==> src/hdl/wpt_ram.sv <==
// Generic simple dual-port RAM, one write and one registered read port.
// No dependencies.
`default_nettype none
module wpt_ram #(
  parameter int WIDTH = 8,
  parameter int DEPTH = 16
) (
  input  wire logic                     clk_i,
  input  wire logic                     we_i,
  input  wire logic [$clog2(DEPTH)-1:0] waddr_i,
  input  wire logic [WIDTH-1:0]         wdata_i,
  input  wire logic                     re_i,
  input  wire logic [$clog2(DEPTH)-1:0] raddr_i,
  output logic      [WIDTH-1:0]         rdata_o
);
  logic [WIDTH-1:0] mem [DEPTH];

  always_ff @(posedge clk_i) begin
    if (we_i) begin
      mem[waddr_i] <= wdata_i;
    end
    if (re_i) begin
      rdata_o <= mem[raddr_i];
    end
  end
endmodule
`default_nettype wire

==> config.mk <==
export PLATFORM = sky130hd
export DESIGN_NAME = wpt_ram
export DESIGN_NICKNAME = d
export VERILOG_FILES = /design/src/hdl/wpt_ram.sv
export SDC_FILE = /design/constraint.sdc
export NUM_CORES = 1
export LEC_CHECK = 0
export BUFFER_PORTS_ARGS = -buffer_cell sky130_fd_sc_hd__buf_2
export CORE_UTILIZATION = 25
export CTS_BUF_LIST = sky130_fd_sc_hd__clkbuf_16
export DETAILED_ROUTE_END_ITERATION = 8
export SLEW_MARGIN = 20
export SYNTH_ARGS = -nofsm -noshare
export SYNTH_HDL_FRONTEND = slang
export SYNTH_SLANG_ARGS = --single-unit
==> constraint.sdc <==
create_clock -name clk_i -period 2.3 [get_ports clk_i]
set_input_delay 0.46 -clock clk_i [delete_from_list [all_inputs] [get_ports clk_i]]
set_output_delay 0.46 -clock clk_i [all_outputs]
set_load 0.02 [all_outputs]
# == After elaboration in Yosys (flattened, before gate mapping) ==
# Memory sizes are Yosys's and may differ from the RTL's. A register that Yosys moved wholly into a read port is not among the register bits.
# Index checks and enable logic that the tools add are counted.
# classes
mux,2
# ops
cell,n
1-bit 2-to-1 mux,2
# word_totals
ff_bits,0
mem_bits_rw,128
output_inout_bits,8
mem_count,1
# memory_table
memory,words,width,read_ports,rd_clocked_by_memory_dff,wr,line,source
mem,16,8,1,1,1,16,logic [WIDTH-1:0] mem [DEPTH];

# == Depth between registers and ports, before layout ==
# logic_depth
depth_word,2
ltp_mapped,5
mapped_depth_nobuf,3

# == Worst setup path before layout ==
# Ideal clock, no wire load.
# synth_timing
kind,in2reg
from,input waddr_i[2]
to,memory mem[0][0] (enable)
arrival_time_ns,1.570
required_time_ns,1.917
path_slack_ns,0.347
stages,2
cell_sequence,or3b_2 > nor3_1
# synth_rtl
element,line,source
start: declaration,10,"input wire logic [$clog2(DEPTH)-1:0] waddr_i,"
end: declaration,16,
# No word-level cell before the write port.

==> summary.txt <==
Timing
  • Tcrit/Tclk final: between 70 and 80%
  • Worst setup margin: roughly 0.66 ns
  • Final setup violation count: 0
  • Rel. slew slack: 70.4%
  • Clk_skew: about 0.0062 ns
  • Fin crit period: 1.64 ns
  • Fin. Hold Viols: 0
  • TNS Setup: 0 ns
  • RSZ-0062 raised after global routing: false
  • Fin Hold WS: between 0.4 and 0.5 ns
  • Tightest Pin Transition: 0.444 ns
  • Fmax: approximately 610 MHz
  • Fin. max-slew vios: 0

Finish
  • Area grow syn2layout: 21.4%
  • Final std cells w/o fill: approximately 570
  • Leading cell type in the layout, fill and taps excluded: edfxtp_1
  • Most frequent cells in the layout: edfxtp_1 (136), buf_2 (26), mux4_2 (18), buf_4 (18), clkbuf_16 (17)
  • Layout Nets: 303
  • Layout cells sized above 1: around a third

Die
  • Starting Density: 25.7%
  • Rows: 52
  • Die area: around 21000 µm²
  • Core ar.: about 20000 µm²
  • Top-Level Pins: 27
  • Die H: roughly 150 µm
  • Die width: about 150 µm

Clock network
  • Clock sink count: between 100 and 150
  • Hold buffers post-CTS: 0
  • Depth of the CTS H-tree: 4
  • Post_cts resized: 0
  • CTS root buffer: clkbuf_16
  • Total CTS buffers: 17
  • Clk slew on worst S/H paths: about 0.060 ns
  • CTS max path bufs: 2
  • Setup Buffers After CTS: 0
  • Worst skew pair latency: just over 0.4 ns
  • Clock tree from TritonCTS: yes

Route
  • Total number of vias: 2490
  • Antenna Violating Nets Remaining: 0
  • Residual DRC: 0
  • Routed WL per cell: between 15 and 20 µm
  • Detailed Route Iter0 Violations: around 230
  • First-pass DRT Iterations: 4
  • Via density: around 4.4
  • Final WL: about 10000 µm

Setup path
  • Worst Path Max Fanout: 32
  • CP max stage delay: 0.59 ns
  • Critical Path Sink Type: register
  • CP arrival: 1.80 ns
  • Crit Path Class: input pin to register
  • Max stage delay cell, worst path: mux4_1
  • R2R Path Start: mem[1][0]
  • Worst r2r dst: rdata_o[0]
  • Critical path, cell by cell: buf_2, buf_12, mux4_1, a22oi_1, nand2_1
  • Worst path required time: 2.46 ns
  • Worst R2R Setup Slack: just over 0.8 ns
  • Startpoint types: input pin
  • Cells on worst reg2reg path: 3

Placement
  • GP Congestion: around 0.7
  • Post-place setup slack: 0.197 ns
  • Number of instances in the placed design: ~540
  • HPWL Detailed: between 6000 and 7000 µm
  • Buffers added on ports: 26

Pwr
  • P_leak: about 2.1 nW
  • VDD IR max: 0.666 mV
  • Power Total: roughly 5.6 mW
  • PD cells: just under 900 nW/µm²

Synth
  • Synth area leaders: edfxtp_1 (78%), mux4_2 (7.8%), mux4_1 (7.0%)
  • Synth top area share: slightly below 80%
  • Mapped Area: approximately 5200 µm²
  • Synth warn: 0
  • Syn_nets: about 250
  • Sequential area share after synthesis: about four fifths
  • #FFs+latches synth: 136
  • Syn Area/Cell: 22.8 µm²
  • Post-synth cell types: 18
  • Leading area contributor after synthesis: edfxtp_1
  • Cells after Synth: roughly 230

Worst hold path
  • Worst hold path depth: 1
  • Worst hold endpoint: rdata_o[3]
  • Hold crit path type: input pin to register
  • Hold path start: re_i

Run status
  • Status: complete, no violations

Global route
  • Initial antenna violation count: 1
  • Largest net degree at the start of global routing: 33
  • First-pass GRT wire length: ~15000 µm
  • Vias in the first global route: between 2000 and 3000
  • GRT Residual Overflow: 0
  • All-Layer GR Usage: roughly a tenth

Job
  • Max_cap viols: 0
[stage by stage]
| stage | utilization [%] | cell area (µm²) |
|---|---|---|
| 4_1_cts | 31.2 | 6340 |
| 5_1_grt | 31.2 | 6340 |
| 6_report | 31.2 | 6350 |
| 2_1_floorplan | - | 5230 |
| 3_5_place_dp | 28.4 | 5780 |
| 3_3_place_gp | 28.4 | 5780 |
[critical path: cells and delay by family]
kind	cells	cell delay, ns
mux	1	0.59
buf+inv	2	0.34
compound gates	1	0.26
simple gates	1	0.10
[logic make-up after synthesis]
kind of cell / share of synthesized area, %
muxes: 14.8
and+or+nand+nor: 3.14
AOI/OAI and AO/OA: 2.30
buffers and inverters: 1.65
DFF: 78.1
[worst max path at each step]
stage | from | endpoint | slack, ns | cells after the start
finish | raddr_i[0] | rdata_o[5] | 0.66 | 5
global route | raddr_i[0] | rdata_o[0] | 0.60 | 5
CTS | raddr_i[0] | rdata_o[5] | 0.64 | 5
detailed placement | raddr_i[0] | rdata_o[5] | 0.20 | 5
global placement | raddr_i[0] | rdata_o[5] | 0.22 | 5
floorplan | waddr_i[2] | mem[0][0] | 0.35 | 2
[power breakdown]
group	switching (mW)	total, mW	internal [mW]
clock network	0.991	2.56	1.57
registers	0.0179	2.81	2.79
logic	0.155	0.266	0.110
total	1.16	5.64	4.48
[registers in the layout, summed over array words and instances (netlist names)]
name,flops
mem,128
rdata_o,8
[cell type report]
type / instances / area (µm²)
antenna: 1 / 2.50
fill: 1938 / 14000
tap: 270 / 338
sequential: 136 / 4080
clock inverter: 14 / 134
timing repair buffer: 46 / 305
clock buffer: 17 / 425
multi-input combinational: 83 / 1060
[cell usage after synthesis]
cell,n
a22oi_1,16
and2_1,1
and2b_1,1
buf_2,3
buf_4,1
buf_6,3
clkdlybuf4s25_2,3
edfxtp_1,136
mux4_1,14
mux4_2,18
nand2_1,9
nand2b_1,2
nand3_1,1
nand3b_1,2
nor2_1,13
nor2b_1,1
nor3_1,4
or3b_2,1
[metal layers]
metal | vias to the layer above | wire (µm) | GRT usage [%]
met5 | - | 0 | 0
li1 | 1094 | - | -
met3 | 15 | 583 | 3.22
met4 | 0 | 138 | 4.06
met1 | 1306 | 5050 | 14.4
met2 | 75 | 4420 | 14.3
Note: power is estimated with default switching activity, not from simulation.
